[src/hdl/g711_pkg.sv]
// shared types and constants of the g711 companding codec
package g711_pkg;

    typedef enum logic {
        LAW_ALAW  = 1'b0,
        LAW_MULAW = 1'b1
    } law_t;

    typedef enum logic {
        OP_ENCODE = 1'b0,
        OP_DECODE = 1'b1
    } opcode_t;

    localparam int SAMPLE_W = 16;
    localparam int CODE_W   = 8;
    localparam int DEC_W    = 14;
    localparam int MAG_W    = 13;

    localparam logic [MAG_W-1:0]  ALAW_LIMIT  = 13'h0FFF;
    localparam logic [MAG_W-1:0]  MULAW_LIMIT = 13'h1FFF;
    localparam logic [5:0]        MU_BIAS     = 6'd33;
    localparam logic [CODE_W-1:0] ALAW_XOR    = 8'h55;

    typedef struct packed {
        opcode_t                     opcode;
        logic signed [SAMPLE_W-1:0]  sample;
        logic [CODE_W-1:0]           code;
    } in_item_t;

endpackage

[src/hdl/g711_encoder.sv]
// linear sample to companded byte, a-law or mu-law
module g711_encoder
    import g711_pkg::*;
(
    input  law_t                       law,
    input  logic signed [SAMPLE_W-1:0] sample,
    output logic [CODE_W-1:0]          code
);

    // highest set bit among bits 12..5, or 4 if none
    function automatic logic [3:0] lead_pos(input logic [MAG_W-1:0] m);
        logic [3:0] p;
        p = 4'd4;
        for (int i = 5; i < MAG_W; i++) begin
            if (m[i]) begin
                p = 4'(i);
            end
        end
        return p;
    endfunction

    logic [SAMPLE_W:0]   ext;
    logic [SAMPLE_W:0]   mag;
    logic [SAMPLE_W:0]   biased;
    logic [MAG_W-1:0]    sat;
    logic [3:0]          pos;
    logic [3:0]          shamt;
    logic [MAG_W-1:0]    shifted;
    logic [2:0]          seg;
    logic [CODE_W-1:0]   packed_code;

    always_comb begin
        ext = {sample[SAMPLE_W-1], sample};
        // 17 bits so that the magnitude of the most negative sample fits
        mag = sample[SAMPLE_W-1] ? (~ext + 17'd1) : ext;
        biased = (law == LAW_MULAW) ? (mag + {11'd0, MU_BIAS}) : mag;
        unique case (law)
            LAW_ALAW: begin
                sat = (biased > {4'd0, ALAW_LIMIT}) ? ALAW_LIMIT : biased[MAG_W-1:0];
            end
            LAW_MULAW: begin
                sat = (biased > {4'd0, MULAW_LIMIT}) ? MULAW_LIMIT : biased[MAG_W-1:0];
            end
            default: begin
                sat = '0;
            end
        endcase
        pos = lead_pos(sat);
        // a-law lowest segment takes bits 4..1
        shamt = (pos == 4'd4) ? 4'd1 : (pos - 4'd4);
        shifted = sat >> shamt;
        seg = (law == LAW_MULAW) ? 3'(pos - 4'd5) : 3'(pos - 4'd4);
        packed_code = {sample[SAMPLE_W-1], seg, shifted[3:0]};
        code = (law == LAW_MULAW) ? ~packed_code : (packed_code ^ ALAW_XOR);
    end

endmodule

[src/hdl/g711_decoder.sv]
// companded byte to linear sample, a-law or mu-law
module g711_decoder
    import g711_pkg::*;
(
    input  law_t                    law,
    input  logic [CODE_W-1:0]       code,
    output logic signed [DEC_W-1:0] sample
);

    logic [CODE_W-1:0] x;
    logic [2:0]        seg;
    logic [MAG_W-1:0]  frame;
    logic [MAG_W-1:0]  mag;
    logic [DEC_W-1:0]  ext;

    always_comb begin
        x = (law == LAW_MULAW) ? ~code : (code ^ ALAW_XOR);
        seg = x[6:4];
        // leading one, mantissa and half-step bit, shifted into place
        frame = {7'd0, 1'b1, x[3:0], 1'b1};
        unique case (law)
            LAW_ALAW: begin
                if (seg == 3'd0) begin
                    mag = {8'd0, x[3:0], 1'b1};
                end else begin
                    mag = frame << (seg - 3'd1);
                end
            end
            LAW_MULAW: begin
                mag = (frame << seg) - {7'd0, MU_BIAS};
            end
            default: begin
                mag = '0;
            end
        endcase
        ext = {1'b0, mag};
        sample = x[7] ? $signed(~ext + 14'd1) : $signed(ext);
    end

endmodule

[src/hdl/g711_companding_codec_unit.sv]
// g711 companding codec top level: input register, codec logic, result register
// the result register loads from the input register when it can take the item, so each
// result passes through both registers; throughput: one item per cycle unless the result
// side stalls; encode runs a priority encoder and a barrel shift, decode a shift and,
// for mu-law, a subtract, all between the input and result registers
// reset (aresetn low, synchronous) empties both stages and selects a-law
module g711_companding_codec_unit
    import g711_pkg::*;
(
    input  logic                       aclk,
    input  logic                       aresetn,
    input  logic                       s_valid,
    output logic                       s_ready,
    input  logic                       s_opcode,
    input  logic signed [SAMPLE_W-1:0] s_sample_in,
    input  logic [CODE_W-1:0]          s_code_in,
    output logic                       m_valid,
    input  logic                       m_ready,
    output logic [CODE_W-1:0]          m_code_out,
    output logic signed [DEC_W-1:0]    m_sample_out,
    input  logic                       cfg_valid,
    output logic                       cfg_ready,
    input  logic                       cfg_data
);

    law_t                    law_reg;
    logic                    in_valid_reg;
    in_item_t                in_item_reg;
    logic                    out_valid_reg;
    logic [CODE_W-1:0]       out_code_reg;
    logic signed [DEC_W-1:0] out_sample_reg;

    logic                    out_en;
    logic                    in_en;
    logic [CODE_W-1:0]       enc_code;
    logic signed [DEC_W-1:0] dec_sample;
    logic [CODE_W-1:0]       out_code_next;
    logic signed [DEC_W-1:0] out_sample_next;

    g711_encoder u_enc (
        .law    (law_reg),
        .sample (in_item_reg.sample),
        .code   (enc_code)
    );

    g711_decoder u_dec (
        .law    (law_reg),
        .code   (in_item_reg.code),
        .sample (dec_sample)
    );

    // input register moves on whenever it is empty or the result register can take it
    assign cfg_ready = 1'b1;
    assign out_en    = !out_valid_reg || m_ready;
    assign in_en     = !in_valid_reg || out_en;
    assign s_ready   = in_en;

    always_comb begin
        unique case (in_item_reg.opcode)
            OP_ENCODE: begin
                out_code_next   = enc_code;
                out_sample_next = '0;
            end
            OP_DECODE: begin
                out_code_next   = '0;
                out_sample_next = dec_sample;
            end
            default: begin
                out_code_next   = '0;
                out_sample_next = '0;
            end
        endcase
    end

    always_ff @(posedge aclk) begin
        if (!aresetn) begin
            law_reg <= LAW_ALAW;
        end else if (cfg_valid && cfg_ready) begin
            law_reg <= law_t'(cfg_data);
        end
    end

    always_ff @(posedge aclk) begin
        if (!aresetn) begin
            in_valid_reg <= 1'b0;
        end else if (in_en) begin
            in_valid_reg <= s_valid;
        end
    end

    always_ff @(posedge aclk) begin
        if (in_en && s_valid) begin
            in_item_reg.opcode <= opcode_t'(s_opcode);
            in_item_reg.sample <= s_sample_in;
            in_item_reg.code   <= s_code_in;
        end
    end

    always_ff @(posedge aclk) begin
        if (!aresetn) begin
            out_valid_reg <= 1'b0;
        end else if (out_en) begin
            out_valid_reg <= in_valid_reg;
        end
    end

    always_ff @(posedge aclk) begin
        if (out_en && in_valid_reg) begin
            out_code_reg   <= out_code_next;
            out_sample_reg <= out_sample_next;
        end
    end

    assign m_valid      = out_valid_reg;
    assign m_code_out   = out_code_reg;
    assign m_sample_out = out_sample_reg;

endmodule

[config.mk]
export PLATFORM = sky130hd
export DESIGN_NAME = g711_companding_codec_unit
export DESIGN_NICKNAME = d
export VERILOG_FILES = /design/src/hdl/g711_pkg.sv /design/src/hdl/g711_encoder.sv /design/src/hdl/g711_decoder.sv /design/src/hdl/g711_companding_codec_unit.sv
export SDC_FILE = /design/constraint.sdc
export NUM_CORES = 1
export LEC_CHECK = 0
export ABC_AREA = 1
export BUFFER_PORTS_ARGS = -buffer_cell sky130_fd_sc_hd__buf_2
export CORE_MARGIN = 4
export CORE_UTILIZATION = 54
export DETAILED_ROUTE_END_ITERATION = 12
export PLACE_DENSITY = 0.78
export SLEW_MARGIN = 30
export SYNTH_ARGS = -nofsm -noshare
export SYNTH_HDL_FRONTEND = slang
export SYNTH_HIERARCHICAL = 1
export SYNTH_SLANG_ARGS = --single-unit
[constraint.sdc]
create_clock -name aclk -period 4.1 [get_ports aclk]
set_input_delay 0.615 -clock aclk [delete_from_list [all_inputs] [get_ports aclk]]
set_output_delay 0.615 -clock aclk [all_outputs]
set_load 0.1 [all_outputs]
==> impl_metrics.tcl, run 1 <==
set metrics [dict create \
    pwr-share-comb_pct 43.3 \
    p_switching_uw 715 \
    ant_nets 0 \
    worst-slew-pin-transition_ns 0.750 \
    drt_first_pass_iters 8 \
    cp_data_arrival_time_ns 3.98 \
    critPathCaptureType "flop" \
    hold_viol_final 0 \
    cp_slowest_stage_delay_ns 0.38 \
    worstPathRequired_ns 4.14 \
    num_rows 34 \
    antenna_found_initial 0 \
    clockBufferDepth 2 \
    fin_skew_ns 0.00931 \
    area_growth_pct 18.3 \
    synthDistinctLibCells 45 \
    critPathSlowestCell "edfxtp_1" \
    place.gp.congestion 0.902 \
    use_met1_pct 26.5 \
    core_mm2 0.00872 \
    antennaDiodeCount 0 \
    yosys_register_bits 50 \
    crit_family "simple AND/OR/NAND/NOR gates" \
    grt_max_degree 36 \
    grt_pass1_vias 3984 \
    initial_core_util_pct 55.7 \
    synth_fp_nets 737 \
    num_vias 4593 \
    hpwl_mm 7.94 \
    wl_per_cell_um 12.5 \
    drive_above_1_share_pct 31.7 \
    clk_latency_ns 0.31 \
    path_clk_slew_ns 0.10 \
    crit_fanout 5 \
    seqPwrFrac_pct 36.3 \
    hold_buffers 0 \
    synth-seq-area-share_pct 30.3 \
    synth_warnings 6 \
    slew_violations 0 \
    power_frac_clock_pct 20.4 \
    power_mw 1.73 \
    largest_reg_flops 25 \
    holdCritPathClass "in -> reg" \
    die-area_mm2 0.0106 \
    p_leak_nw 2.87 \
    drv_cap 0 \
    htree_levels 2 \
    wl_mm 11.0 \
    tns_ns 0 \
    numPortBuffers 54 \
    drc_errors 0 \
    netlist_instances 696 \
    grt.busiest_layer "met2" \
    grt_pass1_wl_mm 17.1 \
    intPower_mw 1.02 \
    start_kind "flop" \
    numCtsBuffers 5 \
    cts.sinks 50 \
    min_period_over_period_pct 96.0 \
    fin_nets 815 \
    vias_per_cell 5.20 \
    finalCriticalPeriod_ns 3.94 \
    detail_route.iter0.violations 359 \
    status "completed" \
    critical_path_class "reg -> reg" \
    finalSetupViolCount 0 \
    synth_area_mm2 0.00486 \
    synth.avg_cell_area_um2 6.98 \
    critPathBufInv 5 \
    grt_overflow 0 \
    peakVddDrop_v 0.000164 \
    cts-root-buf "clkbuf_8" \
    power_density_mw_per_mm2 302 \
    fmax_mhz 254 \
    finalHoldWorstSlack_ns 0.471 \
    track_usage_pct 19.5 \
    ios 56 \
    cts_tree "yes" \
    swShare_pct 41.3 \
    die_h_um 103 \
    slew_headroom_pct 50.0 \
    die-width_um 103 \
    grtUsageMet2_pct 32.8 \
    grtUsageMet3_pct 2.98 \
]
per-layer routing:
layer,share of wire [%],up-vias
met5,0,-
met1,44,2050
met3,6.5,23
met4,1.5,0
met2,48,164
li1,-,2356
through the flow:
step           instance area (µm²)  util (%)  cells  setup WS, ns
3_5_place_dp                  5170      59.3    845       -0.0931
6_report                      5750      65.9    883         0.163
5_1_grt                       5750      65.9    883       -0.0937
2_1_floorplan                 4860         -    696         0.126
4_1_cts                       5320      61.0    855       0.00890
3_3_place_gp                  5170      59.3    845         0.101
power groups by stage:
stage	registers, mW	clock network (mW)	logic (mW)
6_report	0.629	0.354	0.751
5_1_grt	0.633	0.386	0.831
4_1_cts	0.630	0.363	0.691
3_5_place_dp	0.642	0	0.685
3_3_place_gp	0.640	0	0.668
2_1_floorplan	0.744	0	0.471
cells in the final DEF (no fill, tap or decap), types with 6 or more instances in the layout:
cell | synthesis | layout
o21ai_1 | 7 | 7
nand4_1 | 8 | 8
nand3b_1 | 7 | 7
nand2_4 | 11 | 16
nand2_2 | 35 | 42
edfxtp_1 | 47 | 47
nand3_2 | 9 | 15
nand2_1 | 214 | 198
inv_2 | 20 | 24
nand3_1 | 77 | 71
a21oi_1 | 8 | 7
nor2_4 | 8 | 11
inv_1 | 86 | 82
nor2_1 | 49 | 45
xor2_1 | 15 | 14
buf_2 | 2 | 55
buf_4 | 3 | 30
nor2_2 | 12 | 13
o21ai_0 | 17 | 17
ha_1 | 10 | 6
xnor2_1 | 6 | 6
final timing paths:
kind         slack, ns  depth (start not counted)              to            from
min reg2reg       0.52                          2    in_valid_reg    in_valid_reg
max               0.16                         34   m_code_out[3]  in_item_reg[9]
max reg2reg       0.16                         34   m_code_out[3]  in_item_reg[9]
min               0.47                          1  in_item_reg[2]    s_code_in[2]
synthesized netlist by cell type (all sizes together):
master	count	area share (%)
a22oi	1	0.15
nor2	70	7.6
a32oi	1	0.18
o211ai	1	0.15
nor3	2	0.21
nand2	261	24
conb	1	0.077
clkbuf	5	0.39
ha	10	2.6
a21boi	2	0.39
o21a	1	0.31
edfxtp	47	29
nand4	8	1.0
inv	107	8.4
o22ai	2	0.26
dfxtp	3	1.2
and2	1	0.13
or2	2	0.26
o21ai	28	3.3
xnor2	7	1.4
buf	12	2.3
nand3	89	11
a21oi	12	1.7
nand3b	7	1.1
xor2	15	2.7
clkinv	1	0.18
kinds of logic (layout without fill, tap and decap cells):
family / after synthesis / in the layout / share of synthesized area (%)
simple gates: 440 / 440 / 45.2
other cells: 1 / 1 / 0.0772
buf+inv: 125 / 204 / 11.3
xor+xnor: 22 / 22 / 4.12
flops: 50 / 50 / 30.3
compound gates: 48 / 48 / 6.49
fa+ha+maj: 10 / 10 / 2.58
cell type report:
| cell class | instances | area (µm²) |
|---|---|---|
| Multi-Input combinational cell | 521 | 3080 |
| Fill cell | 733 | 2970 |
| Sequential cell | 50 | 1470 |
| Timing Repair Buffer | 88 | 534 |
| Inverter | 108 | 418 |
| Tap cell | 108 | 135 |
| Clock buffer | 6 | 72.6 |
| Clock inverter | 2 | 37.5 |
repair_timing:
item,CTS,global route
gates cloned,0,1
pin swaps,0,39
buffers inserted,2,28
setup endpoints to repair,4,4
resized for setup,5,52
Power figures use the tool's default switching activity.
==> inputs of run 2 (changes only) <==
CORE_ASPECT_RATIO = 0.6   (was not set)
==> run 2 against run 1 <==
Against the previous run: the flow now finishes with violations (negative setup slack); global-route usage rose by 3.6 points; clock-buffer cell count unchanged; worst hold slack better by 0.025 ns; non-clock buffer count unchanged; cell count increased by 0.45%; die area rose by 0.47%; critical endpoint is now m_code_out[1]; sequential cell count unchanged; utilization rose by 0.94 points; sequential power about the same.
==> impl_metrics.tcl, run 2 (synthesis gave the netlist of run 1 again) <==
set metrics [dict create \
    vias_per_cell 5.36 \
    initial_core_util_pct 56.4 \
    cts-root-buf "clkbuf_16" \
    min_period_over_period_pct 100 \
    dpl.cell_count 852 \
    wl_per_cell_um 14.3 \
    htree_levels 2 \
    final_cell_mix "205 x nand2_1, 83 x inv_1, 68 x nand3_1" \
    grt_pass1_vias 4190 \
    finalCriticalPeriod_ns 4.11 \
    ant_nets 0 \
    detail_route.iter0.violations 442 \
    grt_pass1_wl_mm 19.7 \
    drt_first_pass_iters 5 \
    critPathCaptureType "flop" \
    largest_reg_flops 25 \
    area_growth_pct 18.6 \
    critical_path_class "reg -> reg" \
    numPortBuffers 54 \
    slew_headroom_pct 47.2 \
    dpl_cell_area_mm2 0.00520 \
    tns_ns -0.0138 \
    track_usage_pct 23.1 \
    p_leak_nw 2.88 \
    drv_cap 0 \
    hold_viol_final 0 \
    place.gp.congestion 0.961 \
    peakVddDrop_v 0.000201 \
    worst-slew-pin-transition_ns 0.792 \
    start_kind "flop" \
    ios 56 \
    drc_errors 0 \
    cp_slowest_stage_delay_ns 0.41 \
    rsz0062_at_grt "yes" \
    drive_above_1_share_pct 31.1 \
    finalInstanceArea_mm2 0.00576 \
    num_rows 26 \
    cts.sinks 50 \
    crit_fanout 5 \
    worstPathRequired_ns 4.13 \
    wl_mm 12.6 \
    finalHoldWorstSlack_ns 0.496 \
    clockBufferDepth 2 \
    core_mm2 0.00862 \
    critPathSlowestCell "edfxtp_1" \
    final_common_cell "nand2_1" \
    cts_tree "yes" \
    finalSetupViolCount 1 \
    path_clk_slew_ns 0.07 \
    holdCritPathClass "in -> reg" \
    violations "negative setup slack" \
    numCtsBuffers 5 \
    grt_max_degree 26 \
    slew_violations 0 \
    fin_util_pct 66.9 \
    clk_latency_ns 0.29 \
    fin_cells 887 \
    antenna_found_initial 0 \
    num_vias 4750 \
    fin_skew_ns 0.00877 \
    die-area_mm2 0.0106 \
    power_density_mw_per_mm2 313 \
    setup_ws_ns -0.0138 \
    fmax_mhz 243 \
    fin_nets 815 \
    die_h_um 81.5 \
    grt_overflow 0 \
    critPathMostFrequentCell "nand2_1" \
    status "complete, but fails checks" \
    die-width_um 130 \
    antennaDiodeCount 0 \
    cp_data_arrival_time_ns 4.14 \
    hpwl_mm 9.11 \
]
-- run 2: where the power goes --
| group | total, mW | internal, mW | leakage (nW) | switching, mW |
|---|---|---|---|---|
| combinational | 0.775 | 0.236 | 2.33 | 0.539 |
| clock | 0.400 | 0.223 | 0.0683 | 0.177 |
| sequential | 0.631 | 0.603 | 0.482 | 0.0278 |
-- run 2: area by class of cell --
cell class / instances / area [µm²]
Sequential cell: 50 / 1470
Fill cell: 735 / 2860
Inverter: 108 / 418
Clock inverter: 2 / 8.76
Clock buffer: 6 / 129
Multi-Input combinational cell: 521 / 3060
Timing Repair Buffer: 88 / 538
Tap cell: 112 / 140
-- run 2: repair_timing --
item | 4_1_cts | 5_1_grt
endpoints found under the setup margin | 4 | 4
pin swaps | 2 | 25
hold buffers | 0 | 0
buffers inserted | 3 | 23
cloned | 1 | 0
gates resized for setup | 5 | 46
hold endpoints to repair | 0 | 0
-- run 2: critical path, delay by kind of cell, from the launching register on --
family	cells	cell delay (ns)
compound gates	2	0.29
simple gates	25	2.16
flops	1	0.41
buf+inv	5	0.52
fa+ha+maj	2	0.45
-- run 2: per-stage QoR --
step | power [mW] | worst slack [ns]
after global routing | 1.91 | -0.232
after floorplan | 1.22 | 0.126
after CTS | 1.74 | 0.0126
final | 1.81 | -0.0138
after detailed placement | 1.34 | -0.100
after global placement | 1.32 | 0.0944
-- run 2: path summary, 6_finish.rpt --
kind | from | to | slack (ns) | cells past startpoint
worst max-delay path | in_item_reg[9] | m_code_out[1] | -0.01 | 34
worst min-delay path | s_sample_in[4] | in_item_reg[12] | 0.50 | 1
worst max register to register | in_item_reg[9] | m_code_out[1] | -0.01 | 34
worst min register to register | in_valid_reg | in_valid_reg | 0.52 | 2
-- run 2: metal layers --
metal | wire (µm) | part of all wire, % | up-vias | track usage [%]
met5 | 0 | 0 | - | 0
met4 | 136 | 1.1 | 0 | 4.21
met3 | 1160 | 9.2 | 21 | 4.68
met2 | 5380 | 43 | 234 | 34.8
met1 | 5970 | 47 | 2138 | 34.7
li1 | - | - | 2357 | -
